## src/design/lca_pkg.sv

```systemverilog
// Shared types and constants for the line command assembler.
package lca_pkg;

   localparam logic [7:0] CHAR_NUL = 8'h00;
   localparam logic [7:0] CHAR_LF  = 8'h0A;
   localparam logic [7:0] CHAR_CR  = 8'h0D;

   localparam int         LIMIT_W     = 6;
   localparam logic [5:0] LIMIT_MAX   = 6'd32;
   localparam logic [5:0] LIMIT_RESET = 6'd32;

   typedef enum logic [1:0] {
      KIND_ECHO = 2'd0,
      KIND_CHAR = 2'd1,
      KIND_END  = 2'd2
   } kind_type;

   typedef struct packed {
      logic load_echo;
      logic echo_last;
      logic load_char;
      logic load_end;
      logic start_line;
      logic clear_fill;
      logic append;
   } lca_cmd_type;

   typedef struct packed {
      logic is_nul;
      logic is_term;
      logic fill_nz;
      logic store_full;
      logic more_chars;
      logic slot_free;
   } lca_status_type;

endpackage

```

## src/design/lca_req_if.sv

```systemverilog
// Received-byte channel.
interface lca_req_if;
   logic       valid;
   logic       ready;
   logic [7:0] rx_byte;

   modport source(output valid, output rx_byte, input ready);
   modport sink(input valid, input rx_byte, output ready);
endinterface

```

## src/design/lca_rsp_if.sv

```systemverilog
// Result channel: echo, command characters and end marker.
interface lca_rsp_if;
   logic       valid;
   logic       ready;
   logic [1:0] kind;
   logic [7:0] char_out;
   logic       last;

   modport source(output valid, output kind, output char_out, output last, input ready);
   modport sink(input valid, input kind, input char_out, input last, output ready);
endinterface

```

## src/design/lca_csr_if.sv

```systemverilog
// Register write channel for the output limit.
interface lca_csr_if;
   logic       valid;
   logic       ready;
   logic [5:0] out_limit;

   modport source(output valid, output out_limit, input ready);
   modport sink(input valid, input out_limit, output ready);
endinterface

```

## src/design/lca_datapath.sv

```systemverilog
// Datapath: line store, fill and walk counters, limit register, result register.
module lca_datapath #(
   parameter int LINE_CAP = 32
) (
   input  logic                   clock,
   input  logic                   reset,
   input  lca_pkg::lca_cmd_type    cmd,
   output lca_pkg::lca_status_type status,
   input  logic [7:0]             rx_byte,
   input  logic                   csr_write,
   input  logic [5:0]             csr_data,
   input  logic                   rsp_ready,
   output logic                   rsp_valid,
   output logic [1:0]             rsp_kind,
   output logic [7:0]             rsp_char,
   output logic                   rsp_last
);
   import lca_pkg::*;

   localparam int DEPTH = LINE_CAP - 1;
   localparam int FW    = $clog2(LINE_CAP);
   localparam int AW    = (DEPTH > 1) ? $clog2(DEPTH) : 1;
   localparam int CW    = (FW > 5) ? FW : 5;

   logic [7:0]         store_mem [DEPTH];
   logic [7:0]         rd_data_ff;

   logic [FW-1:0]      fill_ff, fill_in;
   logic [FW-1:0]      idx_ff, idx_in;
   logic [FW-1:0]      cnt_ff, cnt_in;
   logic [LIMIT_W-1:0] limit_ff;

   logic               valid_ff, valid_in;
   kind_type           kind_ff, kind_in;
   logic [7:0]         char_ff, char_in;
   logic               last_ff, last_in;

   logic [4:0]         lim_m1;
   logic [CW-1:0]      fill_ext, lim_ext;

   // Effective limit minus one: zero acts as one, above 32 saturates.
   always_comb begin
      if (limit_ff == '0) begin
         lim_m1 = 5'd0;
      end else if (limit_ff > LIMIT_MAX) begin
         lim_m1 = 5'(LIMIT_MAX - 6'd1);
      end else begin
         lim_m1 = 5'(limit_ff - 6'd1);
      end
      fill_ext = CW'(fill_ff);
      lim_ext  = CW'(lim_m1);
   end

   always_comb begin
      cnt_in = cnt_ff;
      if (cmd.start_line) begin
         cnt_in = (fill_ext > lim_ext) ? lim_ext[FW-1:0] : fill_ff;
      end

      fill_in = fill_ff;
      if (cmd.clear_fill) begin
         fill_in = '0;
      end else if (cmd.append) begin
         fill_in = fill_ff + FW'(1);
      end

      idx_in = idx_ff;
      if (cmd.start_line) begin
         idx_in = '0;
      end else if (cmd.load_char) begin
         idx_in = idx_ff + FW'(1);
      end
   end

   always_comb begin
      valid_in = valid_ff & ~rsp_ready;
      kind_in  = kind_ff;
      char_in  = char_ff;
      last_in  = last_ff;
      if (cmd.load_echo) begin
         valid_in = 1'b1;
         kind_in  = KIND_ECHO;
         char_in  = rx_byte;
         last_in  = cmd.echo_last;
      end else if (cmd.load_char) begin
         valid_in = 1'b1;
         kind_in  = KIND_CHAR;
         char_in  = rd_data_ff;
         last_in  = 1'b0;
      end else if (cmd.load_end) begin
         valid_in = 1'b1;
         kind_in  = KIND_END;
         char_in  = CHAR_NUL;
         last_in  = 1'b1;
      end
   end

   always_ff @(posedge clock) begin
      if (reset) begin
         fill_ff  <= '0;
         idx_ff   <= '0;
         cnt_ff   <= '0;
         limit_ff <= LIMIT_RESET;
         valid_ff <= 1'b0;
      end else begin
         fill_ff  <= fill_in;
         idx_ff   <= idx_in;
         cnt_ff   <= cnt_in;
         valid_ff <= valid_in;
         if (csr_write) begin
            limit_ff <= csr_data;
         end
      end
      kind_ff <= kind_in;
      char_ff <= char_in;
      last_ff <= last_in;
   end

   // Read at the next walk index so the data lines up with idx_ff.
   always_ff @(posedge clock) begin
      if (cmd.append) begin
         store_mem[fill_ff[AW-1:0]] <= rx_byte;
      end
      if (idx_in < FW'(DEPTH)) begin
         rd_data_ff <= store_mem[idx_in[AW-1:0]];
      end
   end

   always_comb begin
      status.is_nul     = (rx_byte == CHAR_NUL);
      status.is_term    = (rx_byte == CHAR_CR) || (rx_byte == CHAR_LF);
      status.fill_nz    = (fill_ff != '0);
      status.store_full = (fill_ff == FW'(DEPTH));
      status.more_chars = (idx_ff < cnt_ff);
      status.slot_free  = ~valid_ff | rsp_ready;
   end

   assign rsp_valid = valid_ff;
   assign rsp_kind  = kind_ff;
   assign rsp_char  = char_ff;
   assign rsp_last  = last_ff;

endmodule

```

## src/design/lca_controller.sv

```systemverilog
// Controller: takes bytes and sequences the line walk.
module lca_controller (
   input  logic                   clock,
   input  logic                   reset,
   input  logic                   req_valid,
   output logic                   req_ready,
   input  lca_pkg::lca_status_type status,
   output lca_pkg::lca_cmd_type    cmd
);
   import lca_pkg::*;

   typedef enum logic [0:0] {
      ST_IDLE,
      ST_WALK
   } state_type;

   state_type state_ff, state_in;
   logic      accept;

   always_comb begin
      state_in  = state_ff;
      req_ready = 1'b0;
      cmd       = '0;
      accept    = 1'b0;
      unique case (state_ff)
         ST_IDLE: begin
            req_ready = status.slot_free;
            accept    = req_valid & status.slot_free;
            if (accept && !status.is_nul) begin
               cmd.load_echo = 1'b1;
               if (status.is_term) begin
                  cmd.clear_fill = 1'b1;
                  if (status.fill_nz) begin
                     cmd.start_line = 1'b1;
                     state_in       = ST_WALK;
                  end else begin
                     cmd.echo_last = 1'b1;
                  end
               end else begin
                  cmd.echo_last = 1'b1;
                  cmd.append    = ~status.store_full;
               end
            end
         end
         ST_WALK: begin
            if (status.slot_free) begin
               if (status.more_chars) begin
                  cmd.load_char = 1'b1;
               end else begin
                  cmd.load_end = 1'b1;
                  state_in     = ST_IDLE;
               end
            end
         end
         default: begin
            state_in = ST_IDLE;
         end
      endcase
   end

   always_ff @(posedge clock) begin
      if (reset) begin
         state_ff <= ST_IDLE;
      end else begin
         state_ff <= state_in;
      end
   end

endmodule

```

## src/design/line_command_assembler.sv

```systemverilog
// Line command assembler top level: controller, datapath and assertions.
// Each nonzero received byte is echoed; CR or LF ends a line and, if characters are
// held, the line (cut to out_limit minus one characters) and an end marker follow
// the echo. A plain byte or zero byte is taken without leaving the idle state. A
// terminator of a line with n delivered characters occupies the block while results
// drain at one per cycle, stalling while the result is not taken: the line store has
// one read port and the controller walks it one entry a cycle under the same stall,
// so the next byte is taken once the end marker is loaded. A new byte is taken while
// the result register is empty or in the cycle its waiting result transfers.
// The line store needs no clearing pass after reset; the limit register can be
// written at any time the block is idle and is always ready.
module line_command_assembler #(
   parameter int LINE_CAP = 32
) (
   input logic        clock,
   input logic        reset,
   lca_req_if.sink    req_chan,
   lca_rsp_if.source  rsp_chan,
   lca_csr_if.sink    csr_chan
);
   import lca_pkg::*;

   lca_cmd_type    cmd;
   lca_status_type status;

   assign csr_chan.ready = 1'b1;

   lca_controller u_ctrl (
      .clock     (clock),
      .reset     (reset),
      .req_valid (req_chan.valid),
      .req_ready (req_chan.ready),
      .status    (status),
      .cmd       (cmd)
   );

   lca_datapath #(
      .LINE_CAP (LINE_CAP)
   ) u_dp (
      .clock     (clock),
      .reset     (reset),
      .cmd       (cmd),
      .status    (status),
      .rx_byte   (req_chan.rx_byte),
      .csr_write (csr_chan.valid),
      .csr_data  (csr_chan.out_limit),
      .rsp_ready (rsp_chan.ready),
      .rsp_valid (rsp_chan.valid),
      .rsp_kind  (rsp_chan.kind),
      .rsp_char  (rsp_chan.char_out),
      .rsp_last  (rsp_chan.last)
   );

   a_one_load: assert property (@(posedge clock) disable iff (reset)
      $onehot0({cmd.load_echo, cmd.load_char, cmd.load_end}))
      else $error("more than one result loaded in a cycle");

   a_no_overfill: assert property (@(posedge clock) disable iff (reset)
      cmd.append |-> !status.store_full)
      else $error("append into a full line store");

   a_char_in_range: assert property (@(posedge clock) disable iff (reset)
      cmd.load_char |-> status.more_chars)
      else $error("command character loaded past the line count");

   a_line_echo: assert property (@(posedge clock) disable iff (reset)
      cmd.start_line |=> (rsp_chan.valid && rsp_chan.kind == KIND_ECHO && !rsp_chan.last))
      else $error("line walk did not start with a non-final echo");

endmodule
```

## src/flat_wrapper.sv

```systemverilog
// flat-port wrapper written by rule: the top's interface ports become plain ports
module line_command_assembler_flat import lca_pkg::*;
#(
   parameter int LINE_CAP = 32
)
  (clock, reset, req_chan_valid, req_chan_rx_byte, req_chan_ready, rsp_chan_valid, rsp_chan_kind, rsp_chan_char_out, rsp_chan_last, rsp_chan_ready, csr_chan_valid, csr_chan_out_limit, csr_chan_ready);
  lca_req_if req_chan_i ();
  lca_rsp_if rsp_chan_i ();
  lca_csr_if csr_chan_i ();
  input logic clock;
  input logic reset;
  input wire logic [$bits(req_chan_i.valid)-1:0] req_chan_valid;
  input wire logic [$bits(req_chan_i.rx_byte)-1:0] req_chan_rx_byte;
  output wire logic [$bits(req_chan_i.ready)-1:0] req_chan_ready;
  output wire logic [$bits(rsp_chan_i.valid)-1:0] rsp_chan_valid;
  output wire logic [$bits(rsp_chan_i.kind)-1:0] rsp_chan_kind;
  output wire logic [$bits(rsp_chan_i.char_out)-1:0] rsp_chan_char_out;
  output wire logic [$bits(rsp_chan_i.last)-1:0] rsp_chan_last;
  input wire logic [$bits(rsp_chan_i.ready)-1:0] rsp_chan_ready;
  input wire logic [$bits(csr_chan_i.valid)-1:0] csr_chan_valid;
  input wire logic [$bits(csr_chan_i.out_limit)-1:0] csr_chan_out_limit;
  output wire logic [$bits(csr_chan_i.ready)-1:0] csr_chan_ready;
  assign req_chan_i.valid = req_chan_valid;
  assign req_chan_i.rx_byte = req_chan_rx_byte;
  assign req_chan_ready = req_chan_i.ready;
  assign rsp_chan_valid = rsp_chan_i.valid;
  assign rsp_chan_kind = rsp_chan_i.kind;
  assign rsp_chan_char_out = rsp_chan_i.char_out;
  assign rsp_chan_last = rsp_chan_i.last;
  assign rsp_chan_i.ready = rsp_chan_ready;
  assign csr_chan_i.valid = csr_chan_valid;
  assign csr_chan_i.out_limit = csr_chan_out_limit;
  assign csr_chan_ready = csr_chan_i.ready;
  line_command_assembler #(.LINE_CAP(LINE_CAP)) u_core (.clock(clock), .reset(reset), .req_chan(req_chan_i), .rsp_chan(rsp_chan_i), .csr_chan(csr_chan_i));
endmodule
```

## config.mk

```make
export PLATFORM = sky130hd
export DESIGN_NAME = line_command_assembler_flat
export DESIGN_NICKNAME = d
export VERILOG_FILES = /design/src/design/lca_pkg.sv /design/src/design/lca_req_if.sv /design/src/design/lca_rsp_if.sv /design/src/design/lca_csr_if.sv /design/src/design/lca_datapath.sv /design/src/design/lca_controller.sv /design/src/design/line_command_assembler.sv /design/src/flat_wrapper.sv
export SDC_FILE = /design/constraint.sdc
export NUM_CORES = 1
export LEC_CHECK = 0
export BUFFER_PORTS_ARGS = -buffer_cell sky130_fd_sc_hd__buf_2
export CELL_PAD_IN_SITES_DETAIL_PLACEMENT = 0
export CELL_PAD_IN_SITES_GLOBAL_PLACEMENT = 1
export CORE_ASPECT_RATIO = 1.2
export CORE_UTILIZATION = 46
export DETAILED_ROUTE_END_ITERATION = 6
export MAX_ROUTING_LAYER = met4
export PLACE_DENSITY_LB_ADDON = 0.2
export SETUP_SLACK_MARGIN = 0.15
export SKIP_LAST_GASP = 1
export SLEW_MARGIN = 5
export SYNTH_ARGS = -nofsm -noshare
export SYNTH_HDL_FRONTEND = slang
export SYNTH_SLANG_ARGS = --single-unit
```

## constraint.sdc

```tcl
create_clock -name clock -period 2.92 [get_ports clock]
set_input_delay 0.584 -clock clock [delete_from_list [all_inputs] [get_ports clock]]
set_output_delay 0.584 -clock clock [all_outputs]
set_load 0.1 [all_outputs]
```

==> summary.md, run 1 <==
| Metric | Value |
|---|---|
| Maximum operating frequency | 0.3533 GHz |
| Die H | around 180 µm |
| Count leader, synth | edfxtp_1 |
| TritonRoute pass-1 iters | 7 |
| Max IR drop VDD | 0.4828 mV |
| Wire length per cell | 22.76 µm |
| Final Cycle Share | 0.9692 |
| Initial antenna violation count | 0 |
| WHS | 0.2408 ns |
| Internal Pwr Total | about 7.0 mW |
| Bufs on Longest Clock Path | 3 |
| Final setup violation count | 0 |
| P&R area growth vs syn | 27.74% |
| Netlist cell types | 73 |
| Ys async rst share | 0 |
| Num CTS Buffers | 29 |
| Syn Area/Cell | 12.71 µm² |
| Warnings, synthesis | 0 |
| Synthesized cell area | 12250 µm² |
| Crit path arrival time | between 3 and 4 ns |
| Cell taking the most area after synthesis | edfxtp_1 |
| I/O pin total | 33 |
| Seq/Total Area, Yosys | 0.6902 |
| Remaining antenna violation count | 0 |
| Total negative setup slack | 0 ns |
| Cell row count | 65 |
| Layout cells sized above 1 | 0.3128 |
| Total number of vias | 8458 |
| P_leak | 5.587 nW |
| Cells after Synth | just under 1000 |
| Critical path endpoint category | register |
| Clock share of power | 0.383 |
| Hold depth | 3 |
| Logic pwr share | 0.118 |
| Worst EP required | 3.22 ns |
| Drt initial violations | 713 |
| Hold Startpoint | csr_chan_out_limit[5] |
| FF-to-FF path depth | 13 |
| Starting Density | 0.4665 |
| H-tree depth | 1 |
| Min cycle time layout | 2.830 ns |
| Port Buf Inserts | 31 |
| RSZ-0062 raised after global routing | yes |
| First-pass GRT wire length | about 50000 µm |
| Clk_skew | 0.01530 ns |
| Share of the synthesized area in the top cell type | 0.6494 |
| Commonest register cell after synthesis | edfxtp_1 |
| Antenna diode count | 0 |
| PwrDens | between 500 and 600 nW/µm² |
| Die W | 151.0 µm |
| Area taken by multi-input logic gates | 4294 µm² |
| Fill cell count | 2064 |
| Reg area | 8473 µm² |
| NumNets Final | between 1000 and 1500 |
| R2r endpoint | u_core.u_dp.rd_data_ff[6]$_DFFE_PN_ |
| Post-synthesis register bit count | 290 |
| R2R Path Start | u_core.u_dp.cnt_ff[2]$_SDFFE_PP0P_ |
| Vias in the first global route | 8331 |
| Worst slew margin | 0.4474 |
| Vias per inst | between 5 and 6 |
| Status | completed |
| GRT Overall Usage | 0.2592 |
| Switching part of the total power | 0.2441 |
| Post-synth EDFFs | 265 |
| Core area | between 20000 and 30000 µm² |
| Die ar. | between 20000 and 30000 µm² |
| Sequential Power Share | 0.499 |
| CTS tree | yes |
| Clock-pin slew on the worst setup and hold paths | 0.06 ns |
| Worst-Margin Slew | 0.8245 ns |
| CP Launch Type | register |
| Hold Crit Endpoint | u_core.u_dp.limit_ff[5]$_SDFFE_PP1P_ |
| Synth top area cells | edfxtp_1, nand2_1, dfxtp_1 |
| DP HPWL | 22840 µm |
| Final Slew Violations | 0 |
| Crit-path max FO | 19 |
| CTS Sinks | 290 |
| Largest net degree at the start of global routing | 33 |
| Post-CTS Hold Buffers | 0 |
| Commonest cells post-synth | edfxtp_1, nand2_1, nor2_1 |
| NetSw | 2.266 mW |
| Post-synth net total | 1000 |
| Final Hold Viols | 0 |
| WS Path Type | register to register |
| R2r setup slk | 0.09 ns |
| Max-cap viol count | 0 |
| Post-route total power | 9.284 mW |
| Clk root buf | clkbuf_16 |
| Total wire length | about 34000 µm |
| HP Class | input pin to register |
| RD Place Congestion | 0.9239 |
| Residual DRC | 0 |
| Clk_lat worst skew | 0.56 ns |
| Global route overflow | 0 |
-- layout make-up --
class / count / area share
clock buffers: 35 / 0.04780
clock inverters: 16 / 0.009192
well taps: 335 / 0.02678
inverters: 16 / 0.003837
multi-input cells: 607 / 0.2743
flip-flops and latches: 290 / 0.5413
repair buffers: 174 / 0.09679
-- cells in the final DEF (no fill, tap or decap), drive strengths merged, types with 8 or more instances in the layout --
master | synthesis | routed
mux2i | 21 | 21
dfxtp | 25 | 25
clkinv | 0 | 12
edfxtp | 265 | 265
clkbuf | 15 | 35
inv | 16 | 17
nand3 | 47 | 47
nor2 | 73 | 73
a22oi | 13 | 13
nand4 | 16 | 16
o2111ai | 11 | 11
nand2 | 212 | 212
ha | 17 | 17
buf | 36 | 174
a21oi | 46 | 46
a32oi | 8 | 8
nor3 | 10 | 10
a22o | 9 | 9
a31oi | 19 | 19
-- power by group through the flow --
stage               Sequential [mW]  Clock, mW  Combinational [mW]
finish                         4.63       3.56                1.10
global placement               4.72          0               0.970
floorplan                      4.77          0               0.480
CTS                            4.63       3.60                1.04
detailed placement             4.72          0               0.974
global route                   4.63       3.74                1.18
-- logic make-up after synthesis --
group | synth area share
mux | 0.01807
compound gates | 0.09771
flops | 0.6902
buf+inv | 0.02665
fa+ha+maj | 0.01981
xor+xnor | 0.005003
simple gates | 0.1422
other cells | 0.0003060
-- timing repair --
item                       in CTS  in global routing
setup buffers                   9                  8
cloned                          1                  0
hold endpoints to repair        0                  0
setup endpoints to repair      13                 21
pin swaps                      29                 47
resized for setup              79                 49
-- per-stage QoR --
step                      std cells    util  area [µm²]  setup slack, ns
final                          1473  0.5959       15650          0.08982
after global routing           1473  0.5959       15650         -0.01199
after CTS                      1465  0.5838       15340          0.08283
after detailed placement       1404  0.5341       14030          -0.4730
after global placement         1404  0.5341       14030          -0.4233
after floorplan                 964       -       12560           0.1807
-- how the worst max path moves through the flow --
stage | startpoint | depth (start not counted) | slack, ns | to
detailed placement | req_chan_rx_byte[4] | 12 | -0.47 | u_core.u_dp.rd_data_ff[0]$_DFFE_PN_
global placement | req_chan_rx_byte[4] | 12 | -0.42 | u_core.u_dp.rd_data_ff[0]$_DFFE_PN_
global route | u_core.u_dp.cnt_ff[2]$_SDFFE_PP0P_ | 12 | -0.01 | u_core.u_dp.rd_data_ff[6]$_DFFE_PN_
finish | u_core.u_dp.cnt_ff[2]$_SDFFE_PP0P_ | 13 | 0.09 | u_core.u_dp.rd_data_ff[6]$_DFFE_PN_
floorplan | rsp_chan_ready | 6 | 0.18 | u_core.u_dp.store_mem[24][0]$_DFFE_PP_
CTS | u_core.u_dp.cnt_ff[4]$_SDFFE_PP0P_ | 13 | 0.08 | u_core.u_dp.rd_data_ff[5]$_DFFE_PN_
-- worst max-delay path: stages (launching register included) --
cell      delay [ns]
dfxtp_2         0.32
inv_2           0.05
ha_4            0.26
a21oi_4         0.18
o21a_4          0.18
o221ai_1        0.11
buf_4           0.19
o21a_4          0.24
buf_8           0.17
a21oi_1         0.14
a21oi_1         0.08
o2111a_1        0.24
a311oi_2        0.28
o211ai_1        0.13
-- state kept, by name, indices dropped and copies added, names as in the netlist, 2 cells and up --
signal / cells
u_core.u_dp.limit_ff: 6
u_core.u_dp.store_mem: 248
u_core.u_dp.idx_ff: 5
u_core.u_dp.rsp_kind: 2
u_core.u_dp.fill_ext: 5
u_core.u_dp.cnt_ff: 5
u_core.u_dp.rd_data_ff: 8
u_core.u_dp.rsp_char: 8
-- per-layer routing --
layer  up-vias  global-route usage  share of wire
li1       3919                   -              -
met3        67             0.04040          0.065
met2       312              0.4187           0.49
met4         0             0.07080          0.027
met1      4160              0.3388           0.42
met5         -                   -              0
(Power assumes the default switching activity.)
==> inputs of run 2 (changes only) <==
--- a/config.mk
+++ b/config.mk
@@ -9,7 +9,7 @@
 export CELL_PAD_IN_SITES_DETAIL_PLACEMENT = 0
 export CELL_PAD_IN_SITES_GLOBAL_PLACEMENT = 1
 export CORE_ASPECT_RATIO = 1.2
-export CORE_UTILIZATION = 46
+export CORE_UTILIZATION = 47
 export DETAILED_ROUTE_END_ITERATION = 6
 export MAX_ROUTING_LAYER = met4
 export PLACE_DENSITY_LB_ADDON = 0.2
@@ -18,4 +18,5 @@
 export SLEW_MARGIN = 5
 export SYNTH_ARGS = -nofsm -noshare
 export SYNTH_HDL_FRONTEND = slang
+export SYNTH_HIERARCHICAL = 1
 export SYNTH_SLANG_ARGS = --single-unit
==> run 2 against run 1 <==
The flow now finishes with violations (setup timing). Clock skew is 0.011 ns higher. Maximum frequency is 11% lower. Sequential cell count stayed put. Clock power is 3% higher. Synthesized area is 0.55% higher. Final area is 1.9% lower. Combinational power is 58% lower. Synthesized cell count is 3.7% lower.
==> summary.md, run 2 <==
| Metric | Value |
|---|---|
| Netlist cell types | around 60 |
| Largest net degree at the start of global routing | 43 |
| Cells after Synth | 928 |
| Syn Area/Cell | 13.28 µm² |
| Post-synth net total | 964 |
| CTS Sinks | 290 |
| Remaining antenna violation count | 0 |
| Crit-path cells | ha_4 > a21oi_2 > nor2b_1 > o21ai_1 > nand2b_1 > a21oi_2 > and3_4 > buf_6 > mux2i_4 > buf_6 > nor2_4 > buf_8 > a21oi_2 > a21oi_2 > o211ai_1 > a32oi_1 |
| Port Buf Inserts | 31 |
| Share of the synthesized area in the top cell type | 0.6458 |
| Core area | 25620 µm² |
| Seq/Total Area, Yosys | 0.6864 |
| Post-route total power | 8.729 mW |
| Starting Density | 0.4809 |
| Final Hold Viols | 0 |
| Residual DRC | 0 |
| Layout Cells excl Fill | 1433 |
| Total wire length | about 33000 µm |
| Crit-path max FO | 15 |
| Placed insts | between 1000 and 1500 |
| Ys async rst share | 0 |
| R2R Path Start | u_core/u_dp/idx_ff[1]$_SDFF_PP0_ |
| Sequential Power Share | 0.527 |
| Internal Pwr Total | 6.803 mW |
| Final Cycle Share | 1.094 |
| P_leak | 5.368 nW |
| Max-cap viol count | 0 |
| Die W | 149.8 µm |
| CP Launch Type | register |
| Clock-pin slew on the worst setup and hold paths | 0.07 ns |
| Die H | 179.4 µm |
| FF-to-FF path depth | 16 |
| Hold depth | 3 |
| RD Place Congestion | roughly 0.87 |
| Maximum operating frequency | 0.3130 GHz |
| CP delay by family, top | compound AO/OA/AOI/OAI gates |
| H-tree depth | 1 |
| R2r endpoint | u_core/u_dp/rd_data_ff[4]$_DFFE_PN_ |
| HP Class | input pin to register |
| PwrDens | 568.6 nW/µm² |
| Post-synthesis register bit count | a little under 300 |
| Finished Cell Area | 15350 µm² |
| Crit path arrival time | 3.45 ns |
| Vias per inst | 5.674 |
| Instance count on the critical path | 16 |
| R2r setup slk | -0.27 ns |
| Global route overflow | 0 |
| RSZ-0062 raised after global routing | yes |
| I/O pin total | 33 |
| Bufs on Longest Clock Path | 3 |
| Logic pwr share | 0.052 |
| Post-CTS Hold Buffers | 0 |
| Area post-placement | 13880 µm² |
| Clk root buf | clkbuf_16 |
| Max FFs per register | 248 |
| GRT Overall Usage | 0.2594 |
| Final setup violation count | 8 |
| Synth top area cells | edfxtp_1, dfxtp_1, nand2_1 |
| Worst slew margin | 0.4559 |
| Util after Layout | 0.5991 |
| Total number of vias | 8131 |
| CTS tree | yes |
| Total negative setup slack | -1.849 ns |
| Critical path endpoint category | register |
| Drt initial violations | 690 |
| Most common library cell in the layout ignoring fill and taps | edfxtp_1 |
| Initial antenna violation count | 2 |
| Most frequent CP cell | a21oi_2 |
| First-pass GRT wire length | around 49000 µm |
| Clk_skew | 0.02637 ns |
| Synthesized cell area | ~12000 µm² |
| Count leader, synth | edfxtp_1 |
| Status | finished with violations |
| Post-synth EDFFs | 265 |
| NetSw | slightly below 2 mW |
| Hold Startpoint | csr_chan_out_limit[5] |
| Critical path buffer and inverter count | 3 |
| Warnings, synthesis | 6 |
| Worst setup path start | u_core/u_dp/idx_ff[1]$_SDFF_PP0_ |
| Hold Crit Endpoint | u_core/u_dp/limit_ff[5]$_SDFFE_PP1P_ |
| DP HPWL | approximately 22000 µm |
| Worst-Margin Slew | 0.8132 ns |
| Cell row count | 64 |
| CP max-delay cell | dfxtp_4 |
| WS Path Type | register to register |
| Wire length per cell | 23.03 µm |
| Min cycle time layout | 3.195 ns |
| Vias in the first global route | 8091 |
| Clock share of power | 0.420 |
| Setup WS pre-CTS | -0.6299 ns |
| Commonest register cell after synthesis | edfxtp_1 |
| Failing checks | setup timing |
| Worst setup margin | -0.2748 ns |
| Worst EP required | 3.17 ns |
| Antenna diode count | 0 |
| P&R area growth vs syn | 24.58% |
| Commonest cells post-synth | edfxtp_1, nand2_1, nor2_1 |
| Layout cells sized above 1 | 0.2965 |
| Final Slew Violations | 0 |
| Die ar. | 26870 µm² |
| Num CTS Buffers | 29 |
| TritonRoute pass-1 iters | 6 |
| Commonest non-fill, non-tap cells in the layout | edfxtp_1, nand2_1, buf_4 |
| NumNets Final | 1117 |
| Clk_lat worst skew | 0.55 ns |
| Cell taking the most area after synthesis | edfxtp_1 |
| WHS | 0.2639 ns |
| Worst stage delay on the critical path | 0.35 ns |
| Switching part of the total power | 0.2206 |
| Max IR drop VDD | 0.4917 mV |
-- run 2: cell types whose count changed in the layout (fill, tap and decap cells not counted), moves of 13 or more --
cell	before	now
nand3_1	44	28
nand2_1	204	131
nor2_4	35	8
nor2_1	34	52
mux2i_1	19	45
a211oi_1	4	17
o21ai_0	3	18
-- run 2: worst max path at each step --
stage                                             end
3_5_place_dp   u_core/u_dp/store_mem[15][2]$_DFFE_PP_
5_1_grt           u_core/u_dp/rd_data_ff[0]$_DFFE_PN_
4_1_cts           u_core/u_dp/rd_data_ff[3]$_DFFE_PN_
6_report          u_core/u_dp/rd_data_ff[4]$_DFFE_PN_
3_3_place_gp      u_core/u_dp/rd_data_ff[3]$_DFFE_PN_
2_1_floorplan     u_core/u_dp/rd_data_ff[6]$_DFFE_PN_
-- run 2: power by group through the flow --
stage          Sequential, mW  Clock (mW)  Combinational (mW)
5_1_grt                  4.60        3.85               0.489
3_5_place_dp             4.69           0               0.415
6_report                 4.60        3.67               0.458
4_1_cts                  4.60        3.71               0.429
2_1_floorplan            4.75           0               0.147
3_3_place_gp             4.69           0               0.410
-- run 2: cell families after synthesis --
group                    Yosys count  share of synthesized area
AND/OR/NAND/NOR                  305                     0.1143
flip-flops                       290                     0.6864
AO/OA/AOI/OAI                    180                     0.1015
buffers and inverters             74                    0.02884
multiplexers                      52                    0.04356
adder cells (fa/ha/maj)           18                    0.01807
XOR/XNOR                           8                   0.006906
other                              1                  0.0003043
-- run 2: cell type report --
cell class	count	area (µm²)
tap	330	412.9
inverter	23	91.34
clock inverter	23	205.2
multi-input combinational	564	4010
timing repair buffer	173	1434
clock buffer	30	729.5
sequential	290	8468
fill	2052	10270
-- run 2: worst min-delay path: cells and delay by family --
kind                   cells  cell delay [ns]
and+or+nand+nor            1             0.04
AOI/OAI and AO/OA          1             0.07
buffers and inverters      1             0.08
-- run 2: layer usage --
layer | up-vias | global-route usage | part of all wire
met5 | - | - | 0
met4 | 0 | 0.08712 | 0.037
met3 | 77 | 0.02886 | 0.047
met2 | 234 | 0.4481 | 0.51
met1 | 4022 | 0.3175 | 0.41
li1 | 3798 | - | -
-- run 2: what timing repair did --
item                       4_1_cts  5_1_grt
buffers inserted                 4        7
pin swaps                       10       26
setup endpoints to repair      128      108
resized for setup               49       60
==> inputs of run 3 (changes only) <==
--- a/config.mk
+++ b/config.mk
@@ -6,10 +6,8 @@
 export NUM_CORES = 1
 export LEC_CHECK = 0
 export BUFFER_PORTS_ARGS = -buffer_cell sky130_fd_sc_hd__buf_2
-export CELL_PAD_IN_SITES_DETAIL_PLACEMENT = 0
-export CELL_PAD_IN_SITES_GLOBAL_PLACEMENT = 1
 export CORE_ASPECT_RATIO = 1.2
-export CORE_UTILIZATION = 47
+export CORE_UTILIZATION = 48
 export DETAILED_ROUTE_END_ITERATION = 6
 export MAX_ROUTING_LAYER = met4
 export PLACE_DENSITY_LB_ADDON = 0.2
==> run 3 against run 2 <==
The run still ends with setup timing left. Core utilization is 3.0 points higher. Non-clock buffer count is 5 higher. Sequential cell count stayed put. Sequential power hardly changed. Final area is 2.3% higher. Via count is 2.6% higher. Clock skew is 0.016 ns lower. Critical endpoint unchanged. Largest cell class unchanged. Largest power group unchanged. Highest routed layer unchanged.
==> summary.md, run 3 (synthesized netlist as in run 2, its figures left out) <==
| Metric | Value |
|---|---|
| Max FFs per register | 248 |
| CP Launch Type | register |
| Worst slew margin | 0.3502 |
| I/O pin total | 33 |
| Fill cell count | about 1900 |
| Most common library cell in the layout ignoring fill and taps | edfxtp_1 |
| Worst EP required | 3.20 ns |
| Status | finished with violations |
| First-pass GRT wire length | 50380 µm |
| Port Buf Inserts | 31 |
| GRT Overall Usage | 0.2671 |
| Final Hold Viols | 0 |
| CTS Sinks | 290 |
| Vias per inst | 5.827 |
| Crit-path max FO | 8 |
| CTS tree | yes |
| Antenna diode count | 0 |
| Final Slew Violations | 0 |
| Die ar. | 26320 µm² |
| Area post-placement | 13850 µm² |
| Cell row count | 63 |
| Total number of vias | 8344 |
| Critical path buffer and inverter count | 5 |
| CP delay by family, top | compound AO/OA/AOI/OAI gates |
| Initial antenna violation count | 0 |
| Max IR drop VDD | 0.4768 mV |
| Remaining antenna violation count | 0 |
| Starting Density | 0.4931 |
| Final Cycle Share | 1.102 |
| Post-CTS Hold Buffers | 0 |
| Failing checks | setup timing |
| Final setup violation count | 8 |
| Wire length per cell | 23.32 µm |
| Crit path arrival time | ~3.5 ns |
| Global route overflow | 0 |
| Drt initial violations | 732 |
| Num CTS Buffers | 29 |
| Die H | 177.5 µm |
| Worst setup margin | -0.2965 ns |
| RSZ-0062 raised after global routing | yes |
| Maximum operating frequency | between 0.3 and 0.4 GHz |
| P&R area growth vs syn | 27.50% |
| TritonRoute pass-1 iters | 5 |
| Setup WS pre-CTS | -0.8736 ns |
| Worst stage delay on the critical path | 0.36 ns |
| Commonest non-fill, non-tap cells in the layout | edfxtp_1, nand2_1, buf_4 |
| Clock-pin slew on the worst setup and hold paths | 0.06 ns |
| Bufs on Longest Clock Path | 3 |
| PwrDens | ~570 nW/µm² |
| Min cycle time layout | about 3.2 ns |
| DP HPWL | 21840 µm |
| P_leak | 5.499 nW |
| Max-cap viol count | 0 |
| Total wire length | 33400 µm |
| Core area | approximately 25000 µm² |
| NumNets Final | 1122 |
| Clk root buf | clkbuf_16 |
| Clk_lat worst skew | 0.55 ns |
| Crit-path cells | ha_4 > a21oi_2 > nor2b_1 > o21ai_1 > nand2b_1 > a21oi_2 > and3_4 > buf_12 > mux2i_4 > buf_6 > or2_4 > buf_12 > buf_6 > buf_12 > nor2_2 > a21oi_2 > o211ai_1 > a32oi_1 |
| Total negative setup slack | -2.050 ns |
| Residual DRC | 0 |
| Finished Cell Area | approximately 16000 µm² |
| H-tree depth | 1 |
| Vias in the first global route | 8329 |
| Clk_skew | 0.01079 ns |
| WS Path Type | register to register |
| Critical path endpoint category | register |
| Largest net degree at the start of global routing | 33 |
| Layout cells sized above 1 | 0.2999 |
| CP max-delay cell | dfxtp_4 |
| Die W | 148.3 µm |
| Worst-Margin Slew | 0.9712 ns |
| RD Place Congestion | 0.9251 |
| HP Class | input pin to register |
run 3: cell count changes in the layout (fill, tap and decap cells not counted), sizes merged:
cell	before	now
bufinv	3	6
clkinv	16	8
inv	24	25
buf	173	175
clkbuf	30	34
bufbuf	0	2
run 3: through the flow:
step / cells / power, mW / hold WS, ns / utilization
detailed placement: 1350 / 5.094 / 0.4676 / 0.5542
finish: 1432 / 8.957 / 0.2739 / 0.6287
global placement: 1350 / 5.088 / 0.4677 / 0.5542
floorplan: 928 / 4.902 / 0.4604 / -
CTS: 1424 / 8.975 / 0.2386 / 0.6174
global route: 1432 / 9.197 / 0.2897 / 0.6287
run 3: worst paths after layout:
path                                   startpoint                                   end  slack [ns]  cells past startpoint
max reg2reg      u_core/u_dp/idx_ff[1]$_SDFF_PP0_   u_core/u_dp/rd_data_ff[4]$_DFFE_PN_       -0.30                     18
min reg2reg  u_core/u_dp/rsp_kind[1]$_SDFFE_PP0P_  u_core/u_dp/rsp_kind[1]$_SDFFE_PP0P_        0.48                      2
max              u_core/u_dp/idx_ff[1]$_SDFF_PP0_   u_core/u_dp/rd_data_ff[4]$_DFFE_PN_       -0.30                     18
min                         csr_chan_out_limit[0]  u_core/u_dp/limit_ff[0]$_SDFFE_PP0P_        0.27                      3
run 3: cell type report:
class,count,area [µm²],share of cell area
flip-flops and latches,290,8467,0.5389
multi-input cells,564,4111,0.2617
repair buffers,178,1634,0.1040
clock buffers,33,740.7,0.04715
well taps,325,406.6,0.02588
clock inverters,19,261.5,0.01665
inverters,23,88.84,0.005655
run 3: worst reg2reg max path, delay by kind of cell, from the launching register on:
kind                       cells  cell delay [ns]
AOI/OAI and AO/OA              6             0.96
and+or+nand+nor                5             0.67
buffers and inverters          5             0.65
DFF                            1             0.36
adders and majority gates      1             0.23
muxes                          1             0.09
run 3: per-layer routing:
layer  vias up  GRT usage  share of wire
li1       3808          -              -
met1      4157     0.3357           0.41
met2       292     0.4399           0.50
met3        87    0.04113          0.063
met4         0    0.09493          0.035
met5         -          -              0
run 3: repair_timing:
action	CTS	global route
endpoints found under the setup margin	26	45
cloned	3	1
pin swaps	29	24
buffers inserted	19	7
gates resized for setup	63	48
run 3: power breakdown:
group          switching [mW]  internal (mW)
registers              0.0270           4.58
logic                   0.305          0.140
clock network            1.55           2.35
